$ cat src/hdl/srpc_pkg.sv
// ----------------------------------------------------------------------------
// srpc_pkg
// Shared constants, field widths and types for the SRRIP replacement block
// with a PC reuse predictor.
// ----------------------------------------------------------------------------
package srpc_pkg;

   // payload field widths
   localparam int unsigned SetIndexW  = 11;
   localparam int unsigned PcW        = 64;
   localparam int unsigned HitWayW    = 4;
   localparam int unsigned ChosenWayW = 4;
   localparam int unsigned NewRrpvW   = 2;
   localparam int unsigned ThresholdW = 2;

   // reuse counters
   localparam int unsigned CtrW = 2;
   localparam logic [ThresholdW-1:0] ThresholdReset = 2'd2;

   // parameter defaults
   localparam int unsigned DefNumSets     = 2048;
   localparam int unsigned DefNumWays     = 16;
   localparam int unsigned DefPredEntries = 4096;
   localparam int unsigned DefRrpvBits    = 2;

   // widest way number and RRPV over the allowed parameter range
   localparam int unsigned MaxWayW  = 5;
   localparam int unsigned MaxRrpvW = 4;

   typedef enum logic [2:0] {
      ST_CLEAR,
      ST_IDLE,
      ST_REDUCE,
      ST_SCAN,
      ST_AGE,
      ST_TRAIN,
      ST_WRITE
   } state_type;

   typedef struct packed {
      logic                has_invalid;
      logic [MaxWayW-1:0]  first_invalid;
      logic [MaxRrpvW-1:0] max_rrpv;
      logic [MaxWayW-1:0]  first_at_level;
   } scan_result_type;

endpackage

$ cat src/hdl/srpc_row_scan.sv
// ----------------------------------------------------------------------------
// srpc_row_scan
// Looks over one set row: lowest invalid way, highest RRPV, lowest way at a
// given RRPV, and the row's RRPVs aged so that the given level reaches max.
// ----------------------------------------------------------------------------
module srpc_row_scan import srpc_pkg::*; #(
   parameter int unsigned NUM_WAYS  = DefNumWays,
   parameter int unsigned RRPV_BITS = DefRrpvBits
) (
   input  logic [NUM_WAYS-1:0]           valid_row,
   input  logic [NUM_WAYS*RRPV_BITS-1:0] rrpv_row,
   input  logic [RRPV_BITS-1:0]          level,
   output scan_result_type               result,
   output logic [NUM_WAYS*RRPV_BITS-1:0] aged_row
);

   localparam int unsigned LEVELS = 1 << RRPV_BITS;
   localparam logic [RRPV_BITS-1:0] RRPV_MAX = '1;

   logic [LEVELS-1:0]    present;
   logic [RRPV_BITS-1:0] lift;

   always_comb begin
      result  = '0;
      present = '0;
      // descending so the lowest matching way is the last one written
      for (int w = NUM_WAYS - 1; w >= 0; w--) begin
         if (!valid_row[w]) begin
            result.has_invalid   = 1'b1;
            result.first_invalid = MaxWayW'(w);
         end
         if (rrpv_row[w*RRPV_BITS +: RRPV_BITS] == level) begin
            result.first_at_level = MaxWayW'(w);
         end
         present[rrpv_row[w*RRPV_BITS +: RRPV_BITS]] = 1'b1;
      end
      for (int v = 0; v < LEVELS; v++) begin
         if (present[v]) begin
            result.max_rrpv = MaxRrpvW'(v);
         end
      end
   end

   assign lift = RRPV_MAX - level;

   generate
      for (genvar w = 0; w < NUM_WAYS; w++) begin : g_age
         assign aged_row[w*RRPV_BITS +: RRPV_BITS] =
            rrpv_row[w*RRPV_BITS +: RRPV_BITS] + lift;
      end
   endgenerate

endmodule

$ cat config.mk
export PLATFORM = sky130hd
export DESIGN_NAME = srpc_row_scan
export DESIGN_NICKNAME = d
export VERILOG_FILES = /design/src/hdl/srpc_pkg.sv /design/src/hdl/srpc_row_scan.sv
export SDC_FILE = /design/constraint.sdc
export NUM_CORES = 1
export LEC_CHECK = 0
export BUFFER_PORTS_ARGS = -buffer_cell sky130_fd_sc_hd__buf_2
export CORE_MARGIN = 3
export CORE_UTILIZATION = 42
export DETAILED_ROUTE_END_ITERATION = 10
export PLACE_DENSITY = 0.78
export REMOVE_ABC_BUFFERS = 1
export SYNTH_ARGS = -nofsm -noshare
export SYNTH_HDL_FRONTEND = slang
export SYNTH_SLANG_ARGS = --single-unit
$ cat constraint.sdc
create_clock -name vclk -period 3
set_input_delay 0.6 -clock vclk [all_inputs]
set_output_delay 0.6 -clock vclk [all_outputs]
set_load 0.02 [all_outputs]
==> key figures <==
Run status
  • Outcome: finished with violations
  • Failing checks: setup timing

Logic synthesis
  • Synth top area cells: xnor2_1 (14%), ha_1 (13%), inv_1 (6.8%), a221oi_1 (5.6%), nand2_1 (5.6%)
  • Post-Synthesis Cells: 231
  • Top-area cell type share of the netlist area: 13.5%
  • Post-synth cell types: 44
  • Post-Syn Area: 0.00155 sq mm
  • Dominant cell type by area after synthesis: xnor2_1
  • Seq/Total Area, Yosys: 0%
  • Ys Warns: 0
  • Syn_area_per_cell: between 6 and 7 sq um

Timing
  • Hold slack: ~1.5 ns
  • Maximum clock rate: 329 MHz
  • Setup violators final: 2
  • Hold Vio Cnt, Final: 0
  • Slew Limit Fails: 0
  • RSZ-0062 raised after global routing: yes
  • Final worst slack: -0.0355 ns
  • Post-route minimum period: roughly 3.0 ns
  • Period utilization: 101%

Pwr
  • Clock Power Share: 0%
  • Internal: 0.256 mW
  • LEAKAGE: ~1.2 nW
  • Comb pwr share: 100.0%
  • Sw Pwr: 0.340 mW
  • Seq pwr share: 0%
  • Switching Share: 57.1%
  • PD cells: 234 mW/mm^2
  • VDD IR max: between 0.1 and 0.15 mV

Layout
  • Flip-flop and latch count: 0
  • Post-layout util: 74.0%
  • Most common cell after layout, fill and taps aside: buf_2
  • Highest-count cells in the layout ignoring fill and taps: buf_2 (88), inv_1 (25), xnor2_1 (24)
  • Clock buf count: 0
  • FF+latch area: 0 sq um
  • Share of cells above drive strength 1: 47.5%
  • Multi-input gate area: 0.00167 sq mm
  • Antenna cells: 0
  • Area growth, synth to finish: 64.1%
  • Nets@finish: 411
  • Fillers: ~270

Global route
  • GR Util All Layers: 24.4%
  • Number of global-route vias before repair: 1,994
  • Largest net degree at the start of global routing: 21
  • Grt total ovfl: 0
  • First-pass GRT wire length: 8720 um
  • Initial antenna violation count: 0

Critical path
  • Startpoint types: input port
  • WP depth: 10
  • Critical setup path kind: in2out
  • CP delay by family, top: compound AO/OA/AOI/OAI gates
  • Crit-path cells: buf_6 > clkinvlp_4 > buf_8 > ha_4 > nand2_4 > a22oi_2 > o22ai_1 > a311oi_1 > o221ai_1 > buf_4
  • Crit path buffers/inverters: 4
  • Worst stage delay on the critical path: 0.30 ns
  • Crit path max-delay cell type: ha_4
  • CP endpoint kind: output port
  • Crit path max fanout: 6
  • Critical Path AT: approximately 2.4 ns
  • Required @ worst endpoint: 2.40 ns
  • Crit path to: result[0]
  • Worst Setup SP: level[0]

Die
  • Row count: 21
  • Die area: about 0.0045 sq mm
  • Starting Density: 45.1%
  • Core Footprint: 0.00344 sq mm
  • Chip height: 66.8 um
  • Die width: 66.8 um
  • Io pins: just under 100

Drt
  • Wirelength per Cell: 16.1 um
  • Vias: 2,236
  • DRC viols: 0
  • Drt first pass iters: 5
  • Wirelength, routed: approximately 6200 um
  • DRT iter0 DRCs: 170
  • Via density per instance: about 5.7
  • Antenna-violating nets left: 0

Place
  • DP HPWL: 4910 um
  • Gpl congestion: 1.01
  • IO Port Bufs: 93

Hold path
  • HP Class: in2out

Job
  • Max-cap violations: 0
[Yosys cell counts, types with 7 or more instances]
master and n:
a221oi_1 10, xor2_1 8, xnor2_1 24, nor2b_1 8
ha_1 16, inv_1 28, nand2_1 23, o22ai_1 7
nor2_1 11, nor3_1 9
[metrics by stage]
step                      cells  total power [mW]  area, sq um  TNS [ns]  setup WS [ns]
after floorplan             225             0.303         1490    -0.175         -0.123
after global placement      385             0.501         2180   -0.0207        -0.0179
after detailed placement    385             0.507         2180    -0.103        -0.0483
after CTS                   389             0.524         2250   -0.0314        -0.0141
after global routing        389             0.639         2550    -0.284         -0.127
final                       389             0.596         2550   -0.0391        -0.0355
[kinds of logic after synthesis]
family	after synthesis	share of synthesized area [%]
AO/OA/AOI/OAI	66	32.6
adder cells (fa/ha/maj)	16	12.9
other	1	0.242
AND/OR/NAND/NOR	76	24.1
buffers and inverters	40	12.2
XOR/XNOR	32	18.1
[power by group through the flow]
stage	clock (mW)	combinational, mW	sequential [mW]
3_3_place_gp	0	0.501	0
6_report	0	0.596	0
2_1_floorplan	0	0.303	0
4_1_cts	0	0.524	0
5_1_grt	0	0.639	0
3_5_place_dp	0	0.507	0
[layer usage]
layer | global-route usage, % | up-vias | wire (um)
met1 | 28.9 | 1024 | 2380
li1 | - | 1072 | -
met5 | 0 | - | 0
met2 | 47.4 | 126 | 3220
met4 | 3.55 | 0 | 98
met3 | 2.36 | 14 | 548
[layout make-up]
class	instances	area share, %
Tap cell	46	2.26
Timing Repair Buffer	118	27.7
Multi-Input combinational cell	194	65.4
Inverter	31	4.72
[worst min path at each step]
stage | start | endpoint | depth (start not counted)
2_1_floorplan | valid_row[1] | result[10] | 2
3_3_place_gp | valid_row[3] | result[10] | 3
3_5_place_dp | valid_row[3] | result[10] | 3
4_1_cts | valid_row[3] | result[10] | 3
5_1_grt | valid_row[3] | result[10] | 3
6_report | valid_row[3] | result[10] | 3
[timing repair]
| item | 4_1_cts | 5_1_grt |
|---|---|---|
| cloned | 0 | 0 |
| endpoints found under the setup margin | 3 | 4 |
| pin swaps | 3 | 16 |
| hold buffers | 0 | 0 |
| gates resized for setup | 12 | 41 |
| setup buffers | 4 | 0 |
Power figures use the tool's default switching activity.
