===== config.mk =====
export PLATFORM = sky130hd
export DESIGN_NAME = srpc_const_mod
export DESIGN_NICKNAME = d
export VERILOG_FILES = /design/src/hdl/srpc_const_mod.sv
export SDC_FILE = /design/constraint.sdc
export NUM_CORES = 1
export LEC_CHECK = 0
export BUFFER_PORTS_ARGS = -buffer_cell sky130_fd_sc_hd__buf_2
export CORE_AREA = 2 2 39 41
export CTS_CLUSTER_SIZE = 16
export DETAILED_ROUTE_END_ITERATION = 7
export DIE_AREA = 0 0 41 43
export SETUP_SLACK_MARGIN = 0.4
export SYNTH_ARGS = -nofsm -noshare
export SYNTH_HDL_FRONTEND = slang
export SYNTH_SLANG_ARGS = --single-unit

===== constraint.sdc =====
create_clock -name clock -period 0.8 [get_ports clock]
set_input_delay 0 -clock clock [delete_from_list [all_inputs] [get_ports clock]]
set_output_delay 0 -clock clock [all_outputs]
set_load 0.005 [all_outputs]

===== src/hdl/srpc_const_mod.sv =====
// ----------------------------------------------------------------------------
// srpc_const_mod
// Remainder of a value by a constant modulus. A power-of-two modulus is a
// registered mask; any other modulus runs one restoring step per input
// bit.
// ----------------------------------------------------------------------------
module srpc_const_mod #(
   parameter  int unsigned IN_W    = 11,
   parameter  int unsigned MODULUS = 2048,
   localparam int unsigned RES_W   = (MODULUS > 1) ? $clog2(MODULUS) : 1
) (
   input  logic             clock,
   input  logic             reset,
   input  logic             start,
   input  logic [IN_W-1:0]  value,
   output logic             busy,
   output logic [RES_W-1:0] result
);

   localparam bit IS_POW2 = ((MODULUS & (MODULUS - 1)) == 0);

   generate
      if (IS_POW2) begin : g_mask
         localparam int unsigned KEEP_W = (RES_W < IN_W) ? RES_W : IN_W;
         logic [RES_W-1:0] rem_ff;
         logic [RES_W-1:0] rem_in;

         assign rem_in = (MODULUS == 1) ? '0 : RES_W'(value[KEEP_W-1:0]);

         always_ff @(posedge clock) begin
            if (start) begin
               rem_ff <= rem_in;
            end
         end

         assign busy   = 1'b0;
         assign result = rem_ff;
      end else begin : g_serial
         localparam int unsigned CNT_W = $clog2(IN_W + 1);
         logic               busy_ff;
         logic [CNT_W-1:0]   cnt_ff;
         logic [IN_W-1:0]    shift_ff;
         logic [RES_W-1:0]   rem_ff;
         logic [RES_W:0]     cand;
         logic [RES_W:0]     step_rem;
         logic [RES_W-1:0]   rem_in;

         // shift in the next dividend bit, subtract the modulus if it fits
         assign cand     = {rem_ff, shift_ff[IN_W-1]};
         assign step_rem = (cand >= (RES_W + 1)'(MODULUS)) ?
                           cand - (RES_W + 1)'(MODULUS) : cand;
         assign rem_in   = step_rem[RES_W-1:0];

         always_ff @(posedge clock) begin
            if (reset) begin
               busy_ff <= 1'b0;
               cnt_ff  <= '0;
            end else if (start) begin
               busy_ff <= 1'b1;
               cnt_ff  <= CNT_W'(IN_W);
            end else if (busy_ff) begin
               cnt_ff <= cnt_ff - CNT_W'(1);
               if (cnt_ff == CNT_W'(1)) begin
                  busy_ff <= 1'b0;
               end
            end
         end

         always_ff @(posedge clock) begin
            if (start) begin
               shift_ff <= value;
               rem_ff   <= '0;
            end else if (busy_ff) begin
               shift_ff <= {shift_ff[IN_W-2:0], 1'b0};
               rem_ff   <= rem_in;
            end
         end

         assign busy   = busy_ff;
         assign result = rem_ff;
      end
   endgenerate

endmodule


==> reports/results.ini, run 1 <==
[status]
status=finished, violations left
violations=hold timing

[grt]
grt_pass1_vias=201
gr-total-overflow=0
grt_usage_pct=8.39
grt_max_degree=12
antenna_found_initial=0
grt_pass1_wl_um=793

[pwr]
peakVddDrop_v=0.000563
powerDensity_mw_per_mm2=2300
p_leak_nw=0.216
finalPower_mw=1.14

[timing]
hold_ws_ps=-93.2
fmaxAchievable_mhz=1300
finalSetupViolCount=0
final_max_slew_viol_count=0
hold_viol=11
final.period_utilization_pct=95.9
period_minus_slack_ps=767
rsz0062_at_grt=true

[setup_path]
cp_max_fo=1
cp.arrival_ps=770
cp.required_ps=800
slowest_stage=edfxtp_1
max_stage_delay_ps=370
cp-end-kind=output port
cpLargestDelayFamily=flip-flops
crit_type=flip-flop to output port
startpoint_type=flip-flop
worstPathCellList=buf_2
cp_num_buf_inv=1

[layout]
fillers=139
largest_reg_flops=11
nets=54
final_area_sq_um=495
diodes=0
drive_gt1_share_pct=66.7
area_delta_synth_final_pct=45.1

[clocking]
post_cts_resized=0
clk_pin_slew_ps=60
cts_tree=built
htreeDepth=1
cts_setup_buffers=0
numCtsBuffers=3
clk_path_buf_depth=2
cts.sinks=11
root_buffer=clkbuf_4

[logic_synthesis]
ys_ff_latch=11
synth_nets=27
ys_types=3
synth.cell_area_sq_um=342
syn_avg_cell_area_sq_um=26.3
yosysSeqAreaShare_pct=96.7
ys_warn_count=0
synthCells=13

[routing]
antenna_left=0
wl_met1_um=181
firstDrtPassIters=1
top_layer=met4
drt_first_iter_violations=0
routed-wl-met2_um=321
vias=200
routed_wirelength_um=575
wl_per_cell_um=10.5
wl_met3_um=34
drc=0
via_per_inst=3.64

[min_path]
hp-start=value[9]
worstHoldPathCells=1
min_to=result[9]
hp-class=input port to flip-flop

[run]
maxCapViolCount=0

[die]
start_util_pct=24.7
fp.dieW_um=41
chipHeight_um=43
core_sq_mm=0.00138
ios=26
dieArea_sq_mm=0.00176
fp-row-count=14

[place]
routabilityCongestion=0.632
port_buffers=23
placed_area_sq_um=469

==> area by class of cell <==
class	count	area [sq um]	share of cell area, %
Sequential cell	11	330	66.7
Multi-Input combinational cell	1	3.75	0.758
Clock buffer	4	26.3	5.30
Timing Repair Buffer	23	115	23.2
Tap cell	16	20.0	4.04
==> cells in the mapped netlist <==
library cell	n	area [sq um]
conb_1	1	3.75
buf_4	1	7.51
edfxtp_1	11	330
==> power by group <==
part	switching (mW)	leakage (nW)	internal [mW]
logic	0.0367	0.0937	0.0475
clock network	0.171	0.0150	0.193
registers	0.00867	0.108	0.684
==> cell usage in the layout (no fill, tap or decap) <==
cell type	synthesis	layout
clkbuf_1	0	1
conb_1	1	1
buf_2	0	23
edfxtp_1	11	11
clkbuf_4	0	3
==> worst max-delay path by stage <==
stage,startpoint,to,slack (ps),cells past startpoint
after CTS,result[5],result[5],10,1
after global placement,start,result[5],250,1
after global routing,result[4],result[4],-10,1
after floorplan,result[0],result[0],440,0
final,result[5],result[5],30,1
after detailed placement,start,result[4],240,1
==> cell families (layout without fill, tap and decap cells) <==
logic type,count (synthesis),in the layout,synth area share [%]
buffers and inverters,1,27,2.20
DFF,11,11,96.7
other,1,1,1.10
==> routing by layer <==
metal / vias to the layer above / GRT usage [%]
li1: 98 / -
met1: 88 / 6.16
met2: 10 / 11.6
met3: 4 / 3.14
met4: 0 / 14.0
met5: - / 0
==> through the flow <==
| step | setup TNS, ps | instances | worst slack (ps) | hold slack [ps] | util (%) |
|---|---|---|---|---|---|
| floorplan | 0 | 13 | 445 | 98.9 | - |
| global placement | 0 | 51 | 253 | 178 | 33.9 |
| detailed placement | 0 | 51 | 243 | 178 | 33.9 |
| CTS | 0 | 55 | 10.8 | -102 | 35.8 |
| global route | -29.3 | 55 | -12.6 | -109 | 35.8 |
| finish | 0 | 55 | 32.7 | -93.2 | 35.8 |
==> timing repair <==
action | 4_1_cts | 5_1_grt
gates cloned | 0 | 0
endpoints found under the setup margin | 11 | 11
endpoints found under the hold margin | 11 | 11
Note: power is estimated with default switching activity, not from simulation.
==> run 2: changes to the inputs <==
Clock period 0.8 ns to 0.9 ns, I/O delays scaled along.
==> reports/results.ini, run 2 (synthesis gave the netlist of run 1 again) <==
[status]
status=finished, violations left
violations=hold timing

[layout]
final_common_cell=buf_2
final_area_sq_um=495  ; unchanged
area_delta_synth_final_pct=45.1  ; unchanged
layout_common_cells=23 x buf_2, 11 x edfxtp_1, 3 x clkbuf_4
largest_reg_flops=11  ; unchanged
drive_gt1_share_pct=66.7  ; unchanged
diodes=0  ; unchanged
nets=54  ; unchanged

[clocking]
clk_path_buf_depth=2  ; unchanged
htreeDepth=1  ; unchanged
cts_tree=built
cts.sinks=11  ; unchanged
numCtsBuffers=3  ; unchanged
clk_pin_slew_ps=60  ; about the same
post_cts_resized=0  ; unchanged
cts_setup_buffers=0  ; unchanged
root_buffer=clkbuf_4

[timing]
final.period_utilization_pct=85.0
setup_tns_ps=0  ; unchanged
hold_viol=11  ; unchanged
rsz0062_at_grt=true
final_max_slew_viol_count=0  ; unchanged
finalSetupViolCount=0  ; unchanged
hold_ws_ps=-87.5  ; +5.70 ps
period_minus_slack_ps=765
fmaxAchievable_mhz=1310

[grt]
grt_usage_pct=7.79  ; -0.60 points
antenna_found_initial=0  ; unchanged
grt_pass1_wl_um=765  ; -3.5%
grt_pass1_vias=197  ; -2.0%
grt_max_degree=12  ; unchanged
gr-total-overflow=0  ; unchanged

[routing]
routed_wirelength_um=544  ; -5.4%
firstDrtPassIters=2  ; +1
vias=201  ; +0.50%
wl_per_cell_um=9.89  ; -5.4%
antenna_left=0  ; unchanged
drc=0  ; unchanged
drt_first_iter_violations=3  ; +3
via_per_inst=3.65  ; +0.50%

[setup_path]
crit_type=flip-flop to output port
cp_max_fo=1  ; unchanged
cp_num_buf_inv=1  ; unchanged
startpoint_type=flip-flop
cpLargestDelayFamily=flip-flops
cp.arrival_ps=770  ; about the same
cp-end-kind=output port
max_stage_delay_ps=370  ; about the same
slowest_stage=edfxtp_1
worstPathCellList=buf_2
cp.required_ps=900  ; +100 ps

[die]
fp.dieW_um=41  ; unchanged
fp-row-count=14  ; unchanged
start_util_pct=24.7  ; unchanged
ios=26  ; unchanged
chipHeight_um=43  ; unchanged
dieArea_sq_mm=0.00176  ; unchanged
core_sq_mm=0.00138  ; unchanged

[pwr]
p_leak_nw=0.216  ; unchanged
powerDensity_mw_per_mm2=2030  ; -12%
peakVddDrop_v=0.000472  ; -16%

[run]
maxCapViolCount=0  ; unchanged

[min_path]
hp-class=input port to flip-flop

[place]
port_buffers=23  ; unchanged
routabilityCongestion=0.633  ; +0.17%
placed_area_sq_um=469  ; unchanged

## run 2: cell counts in the layout (fill, tap and decap cells not counted)
Identical to the previous run, type by type.
## run 2: per-stage QoR
stage / instances / hold slack [ps] / total power [mW] / utilization (%) / setup slack, ps
global placement: 51 / 178 / 0.701 / 33.9 / 352
detailed placement: 51 / 178 / 0.704 / 33.9 / 348
global route: 55 / -104 / 1.06 / 35.8 / 90.5
finish: 55 / -87.5 / 1.01 / 35.8 / 135
CTS: 55 / -101 / 1.02 / 35.8 / 112
floorplan: 13 / 98.9 / 0.640 / - / 545
## run 2: path summary, 6_finish.rpt
kind	start	to	slack (ps)	cells past startpoint
setup / recovery	result[5]	result[5]	130	1
hold / removal	value[6]	result[6]	-90	1
## run 2: layer usage
metal	part of all wire (%)	vias up	GRT usage (%)
met5	0	-	0
met4	3.5	0	12.0
met3	5.0	2	3.14
met2	64	7	10.9
met1	28	94	5.86
li1	-	98	-
## run 2: power breakdown
group / leakage [nW] / internal (mW) / total [mW] / switching, mW
sequential: 0.108 / 0.608 / 0.616 / 0.00791
combinational: 0.0937 / 0.0422 / 0.0747 / 0.0324
clock: 0.0150 / 0.171 / 0.316 / 0.145
total: 0.216 / 0.822 / 1.01 / 0.185
## run 2: layout make-up
class / count / area (sq um)
repair buffers: 23 / 115
fillers: 141 / 888
multi-input cells: 1 / 3.75
clock buffers: 4 / 26.3
well taps: 16 / 20.0
flip-flops and latches: 11 / 330
